--- src/design/stmf_pkg.sv ---
package stmf_pkg;

  // block geometry
  localparam int MaxSamples  = 64;
  localparam int IdxW        = $clog2(MaxSamples);
  localparam int NW          = $clog2(MaxSamples + 1);
  localparam int DataW       = 16;
  localparam int SumW        = 22;
  localparam int DivCntW     = $clog2(SumW);
  localparam int CountRegW   = 7;
  localparam int WordCntW    = 8;
  localparam int TrimDivisor = 5;
  localparam int ProdW       = NW + 8;

  // configuration register indexes
  localparam logic CfgIdxCount  = 1'b0;
  localparam logic CfgIdxSelect = 1'b1;

  typedef enum logic [2:0] {
    S_COLLECT,
    S_LOAD,
    S_DRAIN,
    S_START,
    S_DIVIDE,
    S_RESULT
  } state_t;

  typedef enum logic [1:0] {
    CELL_HOLD,
    CELL_INSERT,
    CELL_SHIFT
  } cell_mode_t;

  typedef struct packed {
    cell_mode_t             mode;
    logic [DataW-1:0]       key;
  } cell_ctrl_t;

  typedef struct packed {
    logic                   vld;
    logic [DataW-1:0]       val;
  } cell_data_t;

  // clamp the programmed count to 1..MaxSamples
  function automatic logic [NW-1:0] eff_count(input logic [CountRegW-1:0] cnt);
    logic [NW-1:0] n;
    if (cnt == '0) begin
      n = NW'(1);
    end else if (int'(cnt) > MaxSamples) begin
      n = NW'(MaxSamples);
    end else begin
      n = NW'(cnt);
    end
    return n;
  endfunction

  // samples dropped at each end: n/5 by reciprocal (205/1024), none for n <= 5
  function automatic logic [NW-1:0] trim_cut(input logic [NW-1:0] n);
    logic [ProdW-1:0] prod;
    logic [NW-1:0]    cut;
    prod = ProdW'(n) * ProdW'(205);
    if (int'(n) > TrimDivisor) begin
      cut = NW'(prod[ProdW-1:10]);
    end else begin
      cut = '0;
    end
    return cut;
  endfunction

endpackage

--- src/design/stmf_div.sv ---
module stmf_div (
  input  logic                       clk,
  input  logic                       rst_n,
  input  logic                       start_i,
  input  logic [stmf_pkg::SumW-1:0]  dividend_i,
  input  logic [stmf_pkg::NW-1:0]    divisor_i,
  output logic                       busy_o,
  output logic [stmf_pkg::SumW-1:0]  quotient_o
);

  logic                          busy_r;
  logic                          busy_nxt;
  logic [stmf_pkg::DivCntW-1:0]  cnt_r;
  logic [stmf_pkg::DivCntW-1:0]  cnt_nxt;
  logic [stmf_pkg::NW-1:0]       rem_r;
  logic [stmf_pkg::NW-1:0]       rem_nxt;
  logic [stmf_pkg::SumW-1:0]     dq_r;
  logic [stmf_pkg::SumW-1:0]     dq_nxt;
  logic [stmf_pkg::NW-1:0]       dvs_r;
  logic [stmf_pkg::NW-1:0]       dvs_nxt;
  logic [stmf_pkg::NW:0]         trial;
  logic [stmf_pkg::NW:0]         diff;
  logic                          ge;

  // one restoring step: quotient bits shift in where dividend bits leave
  assign trial = {rem_r, dq_r[stmf_pkg::SumW-1]};
  assign ge    = trial >= {1'b0, dvs_r};
  assign diff  = trial - {1'b0, dvs_r};

  always_comb begin
    busy_nxt = busy_r;
    cnt_nxt  = cnt_r;
    rem_nxt  = rem_r;
    dq_nxt   = dq_r;
    dvs_nxt  = dvs_r;
    if (start_i) begin
      busy_nxt = 1'b1;
      cnt_nxt  = stmf_pkg::DivCntW'(stmf_pkg::SumW - 1);
      rem_nxt  = '0;
      dq_nxt   = dividend_i;
      dvs_nxt  = divisor_i;
    end else if (busy_r) begin
      rem_nxt = ge ? diff[stmf_pkg::NW-1:0] : trial[stmf_pkg::NW-1:0];
      dq_nxt  = {dq_r[stmf_pkg::SumW-2:0], ge};
      if (cnt_r == '0) begin
        busy_nxt = 1'b0;
      end else begin
        cnt_nxt = cnt_r - 1'b1;
      end
    end
  end

  always_ff @(posedge clk) begin
    if (!rst_n) begin
      busy_r <= 1'b0;
      cnt_r  <= '0;
    end else begin
      busy_r <= busy_nxt;
      cnt_r  <= cnt_nxt;
    end
  end

  always_ff @(posedge clk) begin
    rem_r <= rem_nxt;
    dq_r  <= dq_nxt;
    dvs_r <= dvs_nxt;
  end

  assign busy_o     = busy_r;
  assign quotient_o = dq_r;

endmodule

--- config.mk ---
export PLATFORM = sky130hd
export DESIGN_NAME = stmf_div
export DESIGN_NICKNAME = d
export VERILOG_FILES = /design/src/design/stmf_pkg.sv /design/src/design/stmf_div.sv
export SDC_FILE = /design/constraint.sdc
export NUM_CORES = 1
export LEC_CHECK = 0
export BUFFER_PORTS_ARGS = -buffer_cell sky130_fd_sc_hd__buf_4
export CORE_AREA = 8 8 80 82
export DETAILED_ROUTE_END_ITERATION = 12
export DIE_AREA = 0 0 88 90
export GPL_ROUTABILITY_DRIVEN = 0
export PLACE_DENSITY_LB_ADDON = 0.1
export SLEW_MARGIN = 40
export SYNTH_ARGS = -nofsm -noshare
export SYNTH_HDL_FRONTEND = slang
export SYNTH_SLANG_ARGS = --single-unit
--- constraint.sdc ---
create_clock -name clk -period 6.05 [get_ports clk]
set_input_delay 0.605 -clock clk [delete_from_list [all_inputs] [get_ports clk]]
set_output_delay 0.605 -clock clk [all_outputs]
set_load 0.01 [all_outputs]
=== After elaboration in Yosys (flattened, before gate mapping) ===
Cells that the tools add are included.

* Add/subtract/negate cells: 2
* Magnitude comparators: 1
* Equal/unequal tests: 1
* Muxes and demuxes: 9
* Bitwise gates (word level): 2
* Reductions and logical operators: 5

{| class="wikitable"
|+ Operator list
! kind !! number
|-
| $mux 22 || 2
|-
| $mux 5 || 3
|-
| $ge 8x7->1 || 1
|-
| $mux 7 || 1
|-
| $sub 7x7->7 || 1
|-
| $logic_not 5->1 || 1
|-
| $sub 5x1->5 const B || 1
|-
| $reduce_and 2->1 || 2
|-
| $mux 1 || 3
|-
| $ne 2x2->1 const B || 1
|-
| $not 1->1 || 2
|-
| $reduce_bool 2->1 || 1
|-
| $reduce_or 2->1 || 1
|}

* Register bits: 42
* Logic and storage cells: 26

=== Depth between registers and ports, before layout ===
* Depth after elaboration: 4
* Mapped depth: 7
* Depth with buffers taken out: 7

=== Least setup slack after synthesis ===
Ideal clock, no wire load.

* Path type: register to register
* Start: register dq_r, in the netlist quotient_o[21]
* End: register rem_r[3] (netlist name)
* Library setup time: 0.115 ns
* Arrival time: 2.002 ns
* Data required time: 5.935 ns
* Path slack: 3.933 ns
* Cell stages (with the launch flop): 8
* Path buffers: 0
* Clock period less this slack: 2.117 ns
* Cells stage by stage: edfxtp_1 inv_1 ha_1 fa_1 nand2b_1 a211o_4 a41o_1 a31o_1

* Cells in the longest elaborated chain, start to end: 2

{| class="wikitable"
|+ Ends and longest elaborated chain
! element !! RTL line !! source
|-
| start: declaration || stmf_div.sv:17 || <nowiki>logic [stmf_pkg::SumW-1:0] dq_r;</nowiki>
|-
| start signal: assignment || stmf_div.sv:65 || <nowiki>dq_r <= dq_nxt;</nowiki>
|-
| $sub 7x7->7 or $ge 8x7->1 (tied branches) || stmf_div.sv:28, stmf_div.sv:27 ||
|-
| $mux 7 (*) || stmf_div.sv:43 || <nowiki>rem_nxt = ge ? diff[stmf_pkg::NW-1:0] : trial[stmf_pkg::NW-1:0];</nowiki>
|-
| end signal: assignment || stmf_div.sv:64 || <nowiki>rem_r <= rem_nxt;</nowiki>
|-
| end: declaration || stmf_div.sv:15 || <nowiki>logic [stmf_pkg::NW-1:0] rem_r;</nowiki>
|}

Every way passes the cells marked *; elsewhere a longest branch is shown, timed or not.
A chain may end at the register's enable or synchronous reset.

=== Worst setup path after layout ===
* Start: register dq_r, in the netlist quotient_o[21]
* End: register rem_r[4] (netlist name)

The elaborated chain is that of the path after synthesis.

==> impl_results.md <==
- Status: finished clean
- I/O pin total: 55
- Worst-path fanout max: 6
- Final Hold Viols: 0
- Drt pass-1 iters: 4
- First-pass GRT wire length: 7.92 mm
- Place WS: 3910 ps
- Type of origin of the critical path: register
- Syn nets: 228
- Ys flop type: edfxtp_1
- WS Path Type: reg2reg
- IO buf count: 54
- Share of cells above drive strength 1: 40.4%
- Synth unique cells: 49
- Worst-path cell chain: inv_1 -> ha_1 -> fa_1 -> nand2b_1 -> a211o_4 -> a41o_1 -> a31o_1
- Vias/cell: 5.09
- Highest Clock Rate: 461 MHz
- CTS tree: built
- Top cell family by delay on the critical path: compound AO/OA/AOI/OAI gates
- Leakage power: 1.15 nW
- Root Driver: clkbuf_8
- Area occupied by multi-input gates: 1050 sq um
- All-Layer GR Usage: 12.6%
- TNS Setup: 0 ps
- Hold-fix buffers, CTS: 0
- Post-cts resize count: 0
- DP HPWL: 3.36 mm
- Post-synth top area share: 38.5%
- Die Ht: 90 um
- CTS Buf Count: 5
- Req. time, crit path: 6240 ps
- Final worst slack: 3880 ps
- VDD IR-drop max: 118 uV
- Syn. warnings: 0
- Nets: 280
- # DRC: 0
- Initial antenna violation count: 0
- Synth async-reset ratio: 0%
- CP max stage delay: 390 ps
- Final setup violation count: 0
- Antenna viol nets, final: 0
- DRT Wirelength: 4.72 mm
- Post-Syn Area: 2260 sq um
- Die Area: 7920 sq um
- Grt total ovfl: 0
- Max H-tree Level: 2
- # clock sinks: 42
- Largest area contributor in the netlist: edfxtp_1
- Largest net degree at the start of global routing: 52
- Clock Path Buffers: 2
- Slew Limit Fails: 0
- Slew headroom: 51.5%
- Synthesis-stage register bit count: 42
- Synth area leaders: edfxtp_1 (39%), dfxtp_1 (12%), mux2_2 (11%)
- DR WL/cell: 15.1 um
- Post-CTS setup buffer count: 0
- R2r setup slk: 3880 ps
- Critical-path top delay cell: fa_1
- Fill cell count: 482
- Clock latency on the worst-skew pair: 290 ps
- Vias: 1589
- Core Region: 5240 sq um
- Area growth syn-to-layout: 23.9%
- Clock-pin slew on the worst setup and hold paths: 80 ps
- Final Cycle Share: 35.8%
- Crit path buffers/inverters: 1
- Slew @ Worst Pin: 726 ps
- MaxCap Viol Count: 0
- Diodes inserted: 0
- Drt first-iter violations: 74
- Post-route cell area: 2800 sq um
- Flip-flop and latch area: 1130 sq um
- Rows: 27
- EDFF count, synth: 29
- DP Area: 2720 sq um
- Crit path DAT: 2360 ps
- Vias in the first global route: 1656
- Sequential element share of the synthesized area: 50.0%
- Fin util: 53.5%
- Mean Syn Cell Area: 12.1 sq um
- RSZ-0062 raised after global routing: false
- Setup Skew: 6.93 ps
- Hold Crit Class: in2reg
- Minimum clock period: 2170 ps
- Initial Utilization: 43.2%
- Mapped Cells: 187
- Die width: 88 um
- CP Capture Type: register
- PD cells: 242 nW/um^2
## layer usage
layer | share of wire, % | track usage [%] | vias to the layer above
met3 | 6.9 | 5.55 | 6
met2 | 47 | 19.3 | 39
met5 | 0 | 0 | -
li1 | - | - | 809
met4 | 1.3 | 4.30 | 0
met1 | 45 | 15.1 | 735
## through the flow
stage | cells | hold WS (ps) | total power, mW
after floorplan | 187 | 475 | 0.450
after global placement | 304 | 505 | 0.511
after detailed placement | 304 | 517 | 0.510
after CTS | 312 | 470 | 0.689
after global routing | 312 | 463 | 0.716
final | 312 | 482 | 0.679
## power by group
| group | leakage, nW | switching [mW] | internal (mW) |
|---|---|---|---|
| Sequential | 0.397 | 0.0172 | 0.338 |
| Clock | 0.0426 | 0.0963 | 0.0795 |
| Combinational | 0.712 | 0.0695 | 0.0788 |
| Total | 1.15 | 0.183 | 0.496 |
## final timing paths
kind / from / end / cells after the start
max: quotient_o[21] / rem_r[4] / 7
min: divisor_i[3] / dvs_r[3] / 1
max reg2reg: quotient_o[21] / rem_r[4] / 7
min reg2reg: rem_r[2] / rem_r[2] / 2
## Yosys cell counts (all sizes together) (2+ instances only)
master,count
xnor2,3
mux2,22
buf,3
nor2,10
nor3,2
edfxtp,29
xor2,2
a31o,2
a41o,2
nand2,7
nand3b,2
and2,2
or4b,2
ha,8
o21ai,3
o21a,4
or3b,2
nor2b,4
o311ai,3
nand3,6
dfxtp,13
or2,2
clkbuf,6
o31ai,3
a211oi,6
nand2b,4
inv,12
nor3b,8
a41oi,2
## final cells by class
| type | instances | share of cell area [%] |
|---|---|---|
| clock buffers | 6 | 2.59 |
| clock inverters | 2 | 0.313 |
| inverters | 12 | 1.61 |
| multi-input cells | 124 | 37.4 |
| flip-flops and latches | 42 | 40.4 |
| well taps | 72 | 3.22 |
| repair buffers | 54 | 14.5 |
## sequential cells by signal (all words and copies together), names as in the netlist
register    flops
dvs_r           7
rem_r           7
busy_o          1
quotient_o     22
cnt_r           5
## cell usage in the layout (no fill, tap or decap), types with 4 or more instances in the layout
cell / Yosys / routed
dfxtp_1: 13 / 13
nor2_1: 10 / 10
nand3_1: 4 / 4
inv_1: 12 / 12
nand2_1: 7 / 7
o21a_1: 4 / 4
edfxtp_1: 29 / 29
clkbuf_8: 0 / 5
nor2b_1: 4 / 4
buf_4: 0 / 54
nor3b_1: 8 / 8
ha_1: 8 / 8
mux2_2: 22 / 22
## cell families after synthesis
kind of cell             after synthesis  synth area share [%]
AND/OR/NAND/NOR                       55                  15.1
flip-flops                            42                  50.0
AO/OA/AOI/OAI                         33                  12.7
multiplexers                          22                  11.0
buffers and inverters                 21                  3.65
adder cells (fa/ha/maj)                9                  5.31
XOR/XNOR                               5                  2.27
No activity file was read; power rests on OpenSTA's default activity.
