File: src/design/stmf_pkg.sv
package stmf_pkg;

  // block geometry
  localparam int MaxSamples  = 64;
  localparam int IdxW        = $clog2(MaxSamples);
  localparam int NW          = $clog2(MaxSamples + 1);
  localparam int DataW       = 16;
  localparam int SumW        = 22;
  localparam int DivCntW     = $clog2(SumW);
  localparam int CountRegW   = 7;
  localparam int WordCntW    = 8;
  localparam int TrimDivisor = 5;
  localparam int ProdW       = NW + 8;

  // configuration register indexes
  localparam logic CfgIdxCount  = 1'b0;
  localparam logic CfgIdxSelect = 1'b1;

  typedef enum logic [2:0] {
    S_COLLECT,
    S_LOAD,
    S_DRAIN,
    S_START,
    S_DIVIDE,
    S_RESULT
  } state_t;

  typedef enum logic [1:0] {
    CELL_HOLD,
    CELL_INSERT,
    CELL_SHIFT
  } cell_mode_t;

  typedef struct packed {
    cell_mode_t             mode;
    logic [DataW-1:0]       key;
  } cell_ctrl_t;

  typedef struct packed {
    logic                   vld;
    logic [DataW-1:0]       val;
  } cell_data_t;

  // clamp the programmed count to 1..MaxSamples
  function automatic logic [NW-1:0] eff_count(input logic [CountRegW-1:0] cnt);
    logic [NW-1:0] n;
    if (cnt == '0) begin
      n = NW'(1);
    end else if (int'(cnt) > MaxSamples) begin
      n = NW'(MaxSamples);
    end else begin
      n = NW'(cnt);
    end
    return n;
  endfunction

  // samples dropped at each end: n/5 by reciprocal (205/1024), none for n <= 5
  function automatic logic [NW-1:0] trim_cut(input logic [NW-1:0] n);
    logic [ProdW-1:0] prod;
    logic [NW-1:0]    cut;
    prod = ProdW'(n) * ProdW'(205);
    if (int'(n) > TrimDivisor) begin
      cut = NW'(prod[ProdW-1:10]);
    end else begin
      cut = '0;
    end
    return cut;
  endfunction

endpackage

File: src/design/stmf_cell.sv
module stmf_cell (
  input  logic                clk,
  input  logic                rst_n,
  input  stmf_pkg::cell_ctrl_t ctrl_i,
  input  stmf_pkg::cell_data_t prev_i,
  input  logic                prev_le_i,
  input  stmf_pkg::cell_data_t next_i,
  output stmf_pkg::cell_data_t own_o,
  output logic                le_o
);

  logic                         vld_r;
  logic                         vld_nxt;
  logic [stmf_pkg::DataW-1:0]   val_r;
  logic [stmf_pkg::DataW-1:0]   val_nxt;

  // this cell holds a value not above the broadcast key
  assign le_o      = vld_r && (val_r <= ctrl_i.key);
  assign own_o.vld = vld_r;
  assign own_o.val = val_r;

  // keep, take the key, take the left neighbor, or shift from the right
  always_comb begin
    vld_nxt = vld_r;
    val_nxt = val_r;
    case (ctrl_i.mode)
      stmf_pkg::CELL_INSERT: begin
        if (!le_o) begin
          if (prev_le_i) begin
            vld_nxt = 1'b1;
            val_nxt = ctrl_i.key;
          end else begin
            vld_nxt = prev_i.vld;
            val_nxt = prev_i.val;
          end
        end
      end
      stmf_pkg::CELL_SHIFT: begin
        vld_nxt = next_i.vld;
        val_nxt = next_i.val;
      end
      default: begin
        vld_nxt = vld_r;
        val_nxt = val_r;
      end
    endcase
  end

  always_ff @(posedge clk) begin
    if (!rst_n) begin
      vld_r <= 1'b0;
    end else begin
      vld_r <= vld_nxt;
    end
  end

  always_ff @(posedge clk) begin
    val_r <= val_nxt;
  end

endmodule

File: src/design/stmf_sort_chain.sv
module stmf_sort_chain (
  input  logic                 clk,
  input  logic                 rst_n,
  input  stmf_pkg::cell_ctrl_t ctrl_i,
  output stmf_pkg::cell_data_t head_o
);

  stmf_pkg::cell_data_t own_w  [stmf_pkg::MaxSamples];
  stmf_pkg::cell_data_t prev_w [stmf_pkg::MaxSamples];
  stmf_pkg::cell_data_t next_w [stmf_pkg::MaxSamples];
  logic                 le_w      [stmf_pkg::MaxSamples];
  logic                 prev_le_w [stmf_pkg::MaxSamples];

  // row of sorting cells, smallest value at cell 0
  for (genvar i = 0; i < stmf_pkg::MaxSamples; i++) begin : g_cell
    if (i == 0) begin : g_first
      assign prev_w[i]    = '0;
      assign prev_le_w[i] = 1'b1;
    end else begin : g_mid
      assign prev_w[i]    = own_w[i-1];
      assign prev_le_w[i] = le_w[i-1];
    end

    if (i == stmf_pkg::MaxSamples - 1) begin : g_last
      assign next_w[i] = '0;
    end else begin : g_inner
      assign next_w[i] = own_w[i+1];
    end

    stmf_cell u_cell (
      .clk       (clk),
      .rst_n     (rst_n),
      .ctrl_i    (ctrl_i),
      .prev_i    (prev_w[i]),
      .prev_le_i (prev_le_w[i]),
      .next_i    (next_w[i]),
      .own_o     (own_w[i]),
      .le_o      (le_w[i])
    );
  end

  assign head_o = own_w[0];

endmodule

File: config.mk
export PLATFORM = sky130hd
export DESIGN_NAME = stmf_sort_chain
export DESIGN_NICKNAME = d
export VERILOG_FILES = /design/src/design/stmf_pkg.sv /design/src/design/stmf_cell.sv /design/src/design/stmf_sort_chain.sv
export SDC_FILE = /design/constraint.sdc
export NUM_CORES = 2
export LEC_CHECK = 0
export ABC_CLOCK_PERIOD_IN_PS = 14100
export CAP_MARGIN = 20
export CORE_ASPECT_RATIO = 1.75
export CORE_MARGIN = 2
export CORE_UTILIZATION = 55
export CTS_BUF_LIST = sky130_fd_sc_hd__clkbuf_16
export DETAILED_ROUTE_END_ITERATION = 6
export DONT_BUFFER_PORTS = 1
export PLACE_DENSITY = 0.7
export SLEW_MARGIN = 20
export SYNTH_ARGS = -nofsm -noshare
export SYNTH_HDL_FRONTEND = slang
export SYNTH_SLANG_ARGS = --single-unit
File: constraint.sdc
create_clock -name clk -period 14.1 [get_ports clk]
set_clock_uncertainty 0.2 [all_clocks]
set_input_delay 1.41 -clock clk [delete_from_list [all_inputs] [get_ports clk]]
set_output_delay 1.41 -clock clk [all_outputs]
set_load 0.01 [all_outputs]
### Yosys cells after proc, flatten, opt, wreduce, memory -nomap -nowiden

Index checks and enable logic that the tools add are counted.

| storage, ports and cells | value |
|---|---|
| bits in registers | 1088 |
| bits of input ports | 20 |
| output and inout port bits | 17 |
| word-level logic and storage cells | 769 |

| operators by class | value |
|---|---|
| magnitude comparators | 64 |
| equality and inequality tests | 66 |
| multiplexer cells | 382 |
| reduce and logical (&&, ||, !) cells | 129 |

Operators with widths:

| cell | count |
|---|---|
| $pmux 16 s2 | 64 |
| $mux 16 | 127 |
| $le 16x16->1 | 64 |
| $ne 2x2->1 const B | 64 |
| $pmux 1 s2 | 64 |
| $reduce_and 2->1 | 64 |
| $mux 1 | 127 |
| $logic_and 1x1->1 | 64 |
| $eq 2x1->1 const B | 1 |
| $eq 2x2->1 const B | 1 |
| $reduce_bool 2->1 | 1 |

### Depth between registers and ports, before layout

| logic depth | value |
|---|---|
| depth after elaboration | 5 |
| depth in mapped cells | 11 |
| mapped depth without buffers | 8 |

### Hierarchy

Synthesis repeated with hierarchy kept, for this count alone.

| unflattened totals | value |
|---|---|
| cells, all modules | 8898 |
| area, all modules | 83943.0 um^2 |

Modules (own cells, without submodules):

| module | instances | cells each | area an instance (um^2) |
|---|---|---|---|
| stmf_cell (g_cell[0].u_cell ...) | 60 | 139 | 1311.3 |
| stmf_cell (g_cell[6].u_cell ...) | 4 | 139 | 1315.0 |
| stmf_sort_chain | 1 | 2 | 7.5 |

### Worst setup path after synthesis

Ideal clock, no wire load.

| timing | value |
|---|---|
| kind | input-to-reg |
| from | input ctrl_i[13] (netlist bit) |
| to | register g_cell[43].u_cell.val_r[0] (netlist bit), enable pin |
| setup time | 372 ps |
| arrival time | 4872 ps |
| required time | 13528 ps |
| path slack | 8656 ps |
| cell stages on the path | 11 |
| path buffers | 3 |
| cell sequence | clkbuf_1 > inv_1 > ha_1 > nand4_1 > or4_1 > a21o_1 > a32oi_2 > buf_6 > buf_12 > nand2_1 > nand2_1 |

| on the way | value |
|---|---|
| word-level cells in the longest chain between the ends | 4 |

RTL lines:

| what | RTL line | RTL |
|---|---|---|
| start: declaration | stmf_sort_chain.sv:4 | `input stmf_pkg::cell_ctrl_t ctrl_i,` |
| $le 16x16->1 | stmf_cell.sv:18 | `assign le_o = vld_r && (val_r <= ctrl_i.key);` |
| $logic_and 1x1->1 | stmf_cell.sv:18 |  |
| $ne 2x2->1 (no line) | -- |  |
| $reduce_and 2->1 (no line) | -- |  |
| end signal: assignment | stmf_cell.sv:58 | `val_r <= val_nxt;` |
| end: declaration | stmf_cell.sv:14 | `logic [stmf_pkg::DataW-1:0] val_r;` |

Every way passes these cells.
A chain may end at the register's enable or synchronous reset.

### Worst setup path after layout

| timing | value |
|---|---|
| from | input ctrl_i[3] (netlist bit) |
| to | register g_cell[25].u_cell.val_r[15] (netlist bit), enable pin |

| on the way | value |
|---|---|
| word-level cells in the longest chain between the ends | 4 |

RTL lines:

| what | RTL line |
|---|---|
| $le 16x16->1 | stmf_cell.sv:18 |
| $logic_and 1x1->1 | stmf_cell.sv:18 |
| $ne 2x2->1 (no line) | -- |
| $reduce_and 2->1 (no line) | -- |
| end signal: assignment | stmf_cell.sv:58 |
| end: declaration | stmf_cell.sv:14 |

Every way passes these cells.

==> impl_metrics.yaml <==
die:
  die_h_microns: 506
  core_sq_um: 143000
  std_cell_rows: 184
  initial_core_util: 0.552
  die-area_sq_um: 147000
  die_x_microns: 291
  ios: 37
layout:
  area_growth_pct: 6.01
  layout.nets: 8676
  drive_gt1_frac: 0.0589
  utilization: 0.586
  fillCellCount: 12200
  final_area_sq_um: 84000
setup_path:
  required_ns: 14.25
  critical_path.slowest_cell: "a41oi_4"
  critPathMaxFanout: 63
  cpPeakStageDelay_ns: 0.82
  crit_arrival_ns: 5.53
  end_kind: "flip-flop"
  crit_chain: "inv_4 -> buf_4 -> buf_4 -> ha_1 -> a21oi_1 -> a2111o_1 -> a41oi_4 -> nand2_1 -> nand2_1"
  startpoint_type: "input port"
  critPathKind: "in2reg"
place:
  io_buffers: 0
  dp_hpwl_microns: 185000
  place_congestion: 1.02
  dp_worst_setup_slack_ns: 8.05
  placedInstanceArea_sq_um: 80400
drt:
  routedWlPerCell_microns: 28.8
  routed_wl_microns: 276000
  antenna_left: 0
  drt_iter0_markers: 6608
  via_per_inst: 6.88
  drc: 0
  num_vias: 65900
  drt_pass1_iterations: 6
synth:
  seq_area_frac_synth: 0.404
  synth-seq-cells: 1088
  synthTopCellsByCount: "1187 x nor2_1, 1086 x a21oi_1, 1024 x edfxtp_1, 1024 x ha_1, 738 x mux2i_1"
  synth_edf_count: 1024
  syn_avg_cell_area_sq_um: 9.96
  async_reset_ff_frac: 0
  synthesis.area_sq_um: 79200
  yosys.area.top_type: "edfxtp_1"
  syn_nets: 8997
  synth_ff_type: "edfxtp_1"
  synthDistinctLibCells: 67
  synth_cells: 7953
  synth_area_leaders: "edfxtp_1 39%, ha_1 16%, mux2i_1 9.3%"
  ys_warn_count: 0
  synth_top_area_share: 0.388
  synth.most_common_cell: "nor2_1"
run_status:
  status: "finished, final reports clean"
cts:
  clk_path_buf_depth: 3
  cts_made_buffers: 108
  ctsResizeCount: 0
  clk_pin_slew_worst_paths_ns: 0.06
  cts-root-buf: "clkbuf_16"
  ctsHtreeMaxLevel: 3
  cts_sinks: 1088
  clk_latency_ns: 0.76
  hold_buffers: 0
  post_cts_buffers: 0
  cts_tree: "done"
power_and_ir_drop:
  leakage_nw: 36.4
  powerDensity_nw_per_um2: 108
  ir_worst_vdd_uv: 100
global_routing:
  grt_max_degree: 221
  grt_pass1_wl_microns: 408000
  grt_antenna_before_repair: 5
  grt_overflow: 0
  grt_pass1_vias: 65600
  grt_usage: 0.365
timing:
  rsz0062_at_grt: "no"
  max_freq_mhz: 186
  slew_headroom: 0.233
  post-route-period-util: 0.381
  hold_violations: 0
  worst_slack_ns: 8.72
  tns_ns: 0
  fin_crit_ns: 5.38
  slew_viol_final: 0
  setup_viol: 0
  worst_pin_slew_ns: 1.15
run:
  drv_cap: 0
worst_hold_path:
  hold_class: "reg2reg"
-- worst paths after layout --
kind	start	slack, ns	endpoint	depth (start not counted)
worst max-delay path	ctrl_i[3]	8.72	g_cell[25].u_cell.val_r[15]$_DFFE_PP_	9
worst min-delay path	g_cell[52].u_cell.vld_r$_SDFFE_PN0P_	0.31	g_cell[53].u_cell.vld_r$_SDFFE_PN0P_	2
worst max register to register	g_cell[26].u_cell.val_r[15]$_DFFE_PP_	10.30	g_cell[26].u_cell.val_r[3]$_DFFE_PP_	6
worst min register to register	g_cell[52].u_cell.vld_r$_SDFFE_PN0P_	0.31	g_cell[53].u_cell.vld_r$_SDFFE_PN0P_	2
-- state kept, by name (all words and copies together), names as in the netlist --
| signal | flops |
|---|---|
| g_cell.u_cell.vld_r | 64 |
| g_cell.u_cell.val_r | 1024 |
-- area by class of cell --
cell class / count / area [sq um] / share of cell area
well taps: 1860 / 2330 / 0.0277
flip-flops and latches: 1088 / 32000 / 0.381
multi-input cells: 6234 / 44800 / 0.534
clock inverters: 95 / 862 / 0.0103
diodes: 4 / 10.0 / 0.000119
clock buffers: 108 / 2700 / 0.0322
inverters: 101 / 417 / 0.00496
repair buffers: 99 / 831 / 0.00989
-- cells in the final DEF, fill, tap and decap left out, drive strengths merged, types with 9 or more instances in the layout --
cell type	instances
nand2	546
a21o	41
o21ai	145
a221oi	115
mux2i	738
a22o	46
clkinv	45
nand3	128
a31oi	17
a41oi	48
a2111o	46
buf	99
a2bb2oi	46
o221a	96
bufinv	15
edfxtp	1024
o21a	59
o311ai	17
nor4	56
o211ai	71
nor2b	63
and2	55
a211oi	54
nand2b	99
o221ai	48
a21boi	60
nor2	1187
clkinvlp	9
nand4	248
a21oi	1086
clkbuf	108
nor3	18
ha	1024
dfxtp	64
a32oi	17
inv	127
or3	13
-- worst max-delay path: cells and delay by family --
kind	cells	cell delay, ns
adder cells (fa/ha/maj)	1	0.29
AND/OR/NAND/NOR	2	0.85
AO/OA/AOI/OAI	3	1.35
buffers and inverters	3	1.48
-- cell families (layout without fill, tap and decap cells) --
| group | after synthesis | in the layout | share of synthesized area |
|---|---|---|---|
| adders and majority gates | 1024 | 1024 | 0.162 |
| AOI/OAI and AO/OA | 2044 | 2044 | 0.169 |
| muxes | 738 | 738 | 0.0932 |
| and+or+nand+nor | 2428 | 2428 | 0.135 |
| buffers and inverters | 631 | 403 | 0.0364 |
| DFF | 1088 | 1088 | 0.404 |
| other | 0 | 4 | 0 |
-- where the power goes --
| group | internal (mW) | switching (mW) | total [mW] |
|---|---|---|---|
| Sequential | 3.94 | 0.353 | 4.29 |
| Combinational | 0.662 | 1.06 | 1.72 |
| Clock | 1.67 | 1.38 | 3.04 |
-- stage by stage --
step,hold WS [ns],cells,total power [mW]
6_report,0.311,9589,9.06
2_1_floorplan,0.257,7953,5.42
5_1_grt,0.331,9586,9.38
3_3_place_gp,0.287,9382,5.93
4_1_cts,0.302,9585,9.02
3_5_place_dp,0.303,9382,6.01
-- layer usage --
| layer | part of all wire | up-vias | global-route usage |
|---|---|---|---|
| met1 | 0.36 | 31800 | 0.410 |
| met5 | 0.000051 | - | 0 |
| met2 | 0.47 | 3363 | 0.611 |
| li1 | - | 29600 | - |
| met3 | 0.072 | 1147 | 0.0577 |
| met4 | 0.094 | 2 | 0.301 |
Power figures use the tool's default switching activity.
